## config.mk

```make
export PLATFORM = sky130hd
export DESIGN_NAME = rpfb_ctrl
export DESIGN_NICKNAME = d
export VERILOG_FILES = /design/src/rtl/rotated_page_framebuffer_plot_unit_macros.svh /design/src/rtl/rpfb_pkg.sv /design/src/rtl/rpfb_ctrl.sv
export SDC_FILE = /design/constraint.sdc
export NUM_CORES = 1
export LEC_CHECK = 0
export BUFFER_PORTS_ARGS = -buffer_cell sky130_fd_sc_hd__buf_2
export CORE_AREA = 4 4 41 43
export DETAILED_ROUTE_END_ITERATION = 10
export DIE_AREA = 0 0 45 47
export PLACE_DENSITY_LB_ADDON = 0.3
export RECOVER_POWER = 100
export SLEW_MARGIN = 0
export SYNTH_ARGS = -nofsm -noshare
export SYNTH_HDL_FRONTEND = slang
export SYNTH_SLANG_ARGS = --single-unit
```

## constraint.sdc

```tcl
create_clock -name i_clk -period 1.36 [get_ports i_clk]
set_input_delay 0.272 -clock i_clk [delete_from_list [all_inputs] [get_ports i_clk]]
set_output_delay 0.272 -clock i_clk [all_outputs]
set_load 0.1 [all_outputs]
```

## src/rtl/rotated_page_framebuffer_plot_unit_macros.svh

```systemverilog
// Assertion macros used by the plot unit top level.
`ifndef ROTATED_PAGE_FRAMEBUFFER_PLOT_UNIT_MACROS_SVH
`define ROTATED_PAGE_FRAMEBUFFER_PLOT_UNIT_MACROS_SVH

`ifndef NO_ASSERTIONS

`define RPFB_ASSERT_SAME(lbl, clk, rst_n, pre, post, msg) \
    lbl: assert property (@(posedge clk) disable iff (!rst_n) (pre) |-> (post)) \
        else $error(msg);

`define RPFB_ASSERT_NEXT(lbl, clk, rst_n, pre, post, msg) \
    lbl: assert property (@(posedge clk) disable iff (!rst_n) (pre) |=> (post)) \
        else $error(msg);

`else

`define RPFB_ASSERT_SAME(lbl, clk, rst_n, pre, post, msg)

`define RPFB_ASSERT_NEXT(lbl, clk, rst_n, pre, post, msg)

`endif

`endif

```

## src/rtl/rpfb_pkg.sv

```systemverilog
// Shared constants, codes and types of the rotated page framebuffer plot unit.
package rpfb_pkg;

    localparam int PANEL_WIDTH  = 128;
    localparam int PANEL_HEIGHT = 64;
    localparam int PAGE_COUNT   = (PANEL_HEIGHT + 7) / 8;
    localparam int STORE_SIZE   = PANEL_WIDTH * PAGE_COUNT;
    localparam int ADDR_W       = $clog2(STORE_SIZE);
    localparam int CRD_W        = 9;

    localparam logic [1:0] ACT_WRITE = 2'd0;
    localparam logic [1:0] ACT_CLEAR = 2'd1;
    localparam logic [1:0] ACT_READ  = 2'd2;

    localparam logic [1:0] ROT_0 = 2'd0;
    localparam logic [1:0] ROT_1 = 2'd1;
    localparam logic [1:0] ROT_2 = 2'd2;

    typedef struct packed {
        logic [1:0] action;
        logic [6:0] pos_x;
        logic [6:0] pos_y;
        logic       pixel_on;
        logic [2:0] read_page;
        logic [6:0] read_column;
    } t_req;

    typedef struct packed {
        logic accept;
        logic sweep_wr;
        logic commit;
    } t_cmd;

    typedef struct packed {
        logic is_clear;
        logic sweep_last;
        logic out_free;
    } t_sts;

endpackage

```

## src/rtl/rpfb_ctrl.sv

```systemverilog
// Controller state machine sequencing request transfers, commits and store sweeps.
module rpfb_ctrl import rpfb_pkg::*; (
    input  logic i_clk,
    input  logic i_rst_n,
    input  logic i_req_valid,
    output logic o_req_ready,
    input  t_sts i_sts,
    output t_cmd o_cmd
);

    localparam logic [1:0] ST_INIT = 2'd0;
    localparam logic [1:0] ST_IDLE = 2'd1;
    localparam logic [1:0] ST_FIN  = 2'd2;
    localparam logic [1:0] ST_CLR  = 2'd3;

    logic [1:0] r_state;
    logic [1:0] n_state;

    always_comb begin
        n_state     = r_state;
        o_req_ready = 1'b0;
        o_cmd       = '0;
        case (r_state)
            ST_INIT: begin
                o_cmd.sweep_wr = 1'b1;
                if (i_sts.sweep_last) begin
                    n_state = ST_IDLE;
                end
            end
            ST_IDLE: begin
                o_req_ready = 1'b1;
                if (i_req_valid) begin
                    o_cmd.accept = 1'b1;
                    n_state      = i_sts.is_clear ? ST_CLR : ST_FIN;
                end
            end
            ST_FIN: begin
                if (i_sts.out_free) begin
                    o_cmd.commit = 1'b1;
                    n_state      = ST_IDLE;
                end
            end
            ST_CLR: begin
                o_cmd.sweep_wr = 1'b1;
                if (i_sts.sweep_last) begin
                    n_state = ST_FIN;
                end
            end
            default: begin
                n_state = ST_INIT;
            end
        endcase
    end

    always_ff @(posedge i_clk) begin
        if (!i_rst_n) begin
            r_state <= ST_INIT;
        end else begin
            r_state <= n_state;
        end
    end

endmodule

```

======== Yosys cells after proc, flatten, opt, wreduce, memory -nomap -nowiden ========
Cells that the tools add are included.
word-level totals
  register bits ........................... 2
  input port bits ......................... 6
  word-level logic and storage cells ...... 23
cells by class
  eq/ne operators ......................... 7
  multiplexer cells ....................... 12
  reduce and logical (&&, ||, !) cells .... 3
operators by type and width
  kind                                                             count
  2-bit two-way mux                                                4
  2-bit inequality test, second input constant                     4
  2-bit case mux with 4 select lines                               1
  1-bit two-way mux                                                7
  2-bit == test, second input constant                             2
  4-bit AND reduction                                              1
  2-bit by 1-bit == test with 1-bit output, second input constant  1
  2-bit logical NOT                                                1
  2-bit OR reduction                                               1

======== Logic depth before layout (Yosys ltp) ========
  depth in word-level cells ............... 3
  gate-level depth with buffers ........... 5
  depth with buffers taken out ............ 5

======== Worst setup path before layout ========
No wires, ideal clock.
  path type ............................... register to output
  from .................................... register r_state[1]
  to ...................................... output port o_cmd[2] (netlist name)
  arrival time ............................ 1.887 ns
  required time ........................... 1.088 ns
  path slack .............................. -0.799 ns
  stages on the path, launching flop included .. 4
  path buffers ............................ 0
  path through ............................ dfxtp_1 inv_1 ha_1 and2_2
RTL lines
  element                 line             RTL
  from (decl)             rpfb_ctrl.sv:16  logic [1:0] r_state;
  from (signal assigned)  rpfb_ctrl.sv:59  r_state <= n_state;
  to (decl)               rpfb_ctrl.sv:8   output t_cmd o_cmd

==> metrics.csv <==
stage,metric,value,unit
place,dp_hpwl,359.6,um
floorplanning,io-pin-count,10,
routing,via_count,212,
worst_setup_path,cp_slowest_cell,dfxtp_4,
cts,root_buffer,clkbuf_4,
worst_setup_path,worstPathRequired,1090,ps
synthesis,synth_edf_count,0,
global_route,grt_pass1_vias,214,
cts,cts_tree,yes,
outcome,violations,negative setup slack,
routing,drt_pass1_iterations,1,
timing,fin_skew,2.556,ps
timing,timing.final.crit_share,1.038,
synthesis,synth_top_cell_by_area,ha_1,
synthesis,synth_area_leaders,"ha_1 26%, dfxtp_1 21%, mux2i_1 10%",
synthesis,synth_most_common_cell,ha_1,
cells_and_area,regArea,47.55,sq um
place,dp_cells,47,
timing,fin_setup_tns,-99.52,ps
synthesis,yosys_warnings,0,
synthesis,synth_top_area_frac,0.2597,
cts,cts_buffers,3,
global_route,overflow,0,
cells_and_area,drive_above_1_share,0.7317,
routing,via_per_inst,3.786,
cells_and_area,fin_cells,56,
worst_setup_path,worst_setup_path_end_kind,primary output,
worst_setup_path,critPathArrivalTime,1140,ps
synthesis,syn-num-nets,33,
cells_and_area,synthToLayoutAreaGrowth,124.7,%
cts,clk_pin_slew,30,ps
routing,drc,0,
worst_setup_path,path_cells,"inv_4, ha_4, clkinvlp_4, buf_12",
synthesis,synth.avg_cell_area,8.378,sq um
job,drv_cap,0,
floorplanning,start_util,0.1481,
timing,worst_slew_pin_slew,219.5,ps
cells_and_area,final_nets,53,
floorplanning,dieArea,0.002115,sq mm
place,dp_slack,99.34,ps
cts,cts_buffer_depth,2,
timing,max_freq,708.6,MHz
synthesis,synth_flop_cell,dfxtp_1,
cts,htree_levels,1,
global_route,grt_antenna_before_repair,0,
worst_hold_path,hold_class,input pin to register,
place,gp_congestion,0.6554,
worst_setup_path,crit_path_start_kind,register,
global_route,grt.total_usage,0.05757,
floorplanning,core_area,0.001301,sq mm
worst_setup_path,worstSetupPathType,register to primary output,
synthesis,syn_area,192.7,sq um
routing,wire_per_inst,8.839,um
routing,drt-total-wl,495,um
cells_and_area,final_util,0.3327,
cells_and_area,fillers,142,
cells_and_area,largest_reg_flops,2,
synthesis,yosys-top-cells-count,"4 x ha_1, 3 x inv_1",
worst_setup_path,rrSetupSlack,70,ps
timing,rsz0062_at_grt,true,
worst_setup_path,critPathMaxStageDelay,370,ps
global_route,grt_pass1_wl,821,um
floorplanning,row_count,13,
cells_and_area,layout_top_registers,r_state: 2 flops,
cells_and_area,antenna_cells,0,
timing,hold_viol,0,
routing,drtIter0Drc,0,
cts,cts.sink_count,2,
synthesis,synth_cells,23,
synthesis,async_reset_ff_frac,0,
timing,postLayoutSetupSlackWorst,-51.25,ps
worst_setup_path,crit_fanout,3,
global_route,grt_start_max_net_pins,6,
floorplanning,die_w,45,um
synthesis,synth_cell_types,12,
timing,setup_viol,3,
outcome,status,"finished, violations left",
synthesis,yosysSeqAreaShare,0.2078,
cts,insertion_delay,220,ps
routing,postRouteAntennaNets,0,
place,buffer_ports.inserted,9,
timing,period_needed,1411,ps
cells_and_area,multi_input_area,166.4,sq um
cells_and_area,regMostFlops,r_state,
timing,maxSlewHeadroom,0.8537,
floorplanning,die_h,47,um
synthesis,synth-seq-cells,2,
timing,maxSlewViolCount,0,
logic make-up (layout without fill, tap and decap cells):
| group | after synthesis | count (layout) | share of synthesized area |
|---|---|---|---|
| flops | 2 | 2 | 0.2078 |
| fa+ha+maj | 4 | 4 | 0.2598 |
| simple gates | 8 | 8 | 0.2208 |
| mux | 2 | 2 | 0.1039 |
| compound gates | 3 | 3 | 0.1298 |
| buf+inv | 4 | 22 | 0.07790 |
layer usage:
layer / up-vias / global-route usage / wire length [um]
li1: 112 / - / -
met4: 0 / 0.01754 / 0
met2: 5 / 0.1017 / 307
met1: 95 / 0.05656 / 164
met3: 0 / 0.03448 / 23
met5: - / 0 / 0
layout make-up:
| cell class | instances | share of cell area |
|---|---|---|
| Multi-Input combinational cell | 17 | 0.3844 |
| Clock buffer | 3 | 0.05202 |
| Timing Repair Buffer | 15 | 0.3555 |
| Sequential cell | 2 | 0.1098 |
| Inverter | 4 | 0.05491 |
| Tap cell | 15 | 0.04335 |
final timing paths:
| kind | start | cells after the start | end |
|---|---|---|---|
| hold / removal | i_rst_n | 3 | r_state[0]$_SDFFE_PN0P_ |
| setup reg to reg | r_state[1]$_SDFFE_PN0P_ | 7 | r_state[0]$_SDFFE_PN0P_ |
| setup / recovery | r_state[0]$_SDFFE_PN0P_ | 4 | o_cmd[1] |
| hold reg to reg | r_state[0]$_SDFFE_PN0P_ | 3 | r_state[0]$_SDFFE_PN0P_ |
cell usage in the layout, fill, tap and decap left out, drive strengths merged:
| cell type | synthesis | final |
|---|---|---|
| mux2i | 2 | 2 |
| nor2 | 2 | 2 |
| dfxtp | 2 | 2 |
| nand2b | 1 | 1 |
| ha | 4 | 4 |
| nand2 | 2 | 2 |
| inv | 4 | 3 |
| clkbuf | 0 | 3 |
| o221ai | 1 | 1 |
| buf | 0 | 15 |
| o21ai | 2 | 2 |
| and2 | 3 | 3 |
| clkinvlp | 0 | 1 |
critical path: cells and delay by family, from the launching register on:
kind / cells / cell delay (ps)
adder cells (fa/ha/maj): 1 / 260
buffers and inverters: 3 / 290
flip-flops: 1 / 370
stage by stage:
stage | hold slack [ps] | area [sq um]
after global placement | 491.2 | 350.3
final | 345.6 | 432.9
after CTS | 333.2 | 421.7
after detailed placement | 495.8 | 350.3
after floorplan | 414.0 | 226.5
after global routing | 366.7 | 432.9
what timing repair did:
item	4_1_cts	5_1_grt
gates cloned	0	0
endpoints found under the setup margin	3	4
endpoints found under the hold margin	0	0
setup buffers	5	1
pin swaps	2	1
resized for setup	5	2
hold buffers	0	0
Power is left out: the tool's default activity adds up to more than one toggle a clock period on the data nets, which glitch-free logic cannot reach.
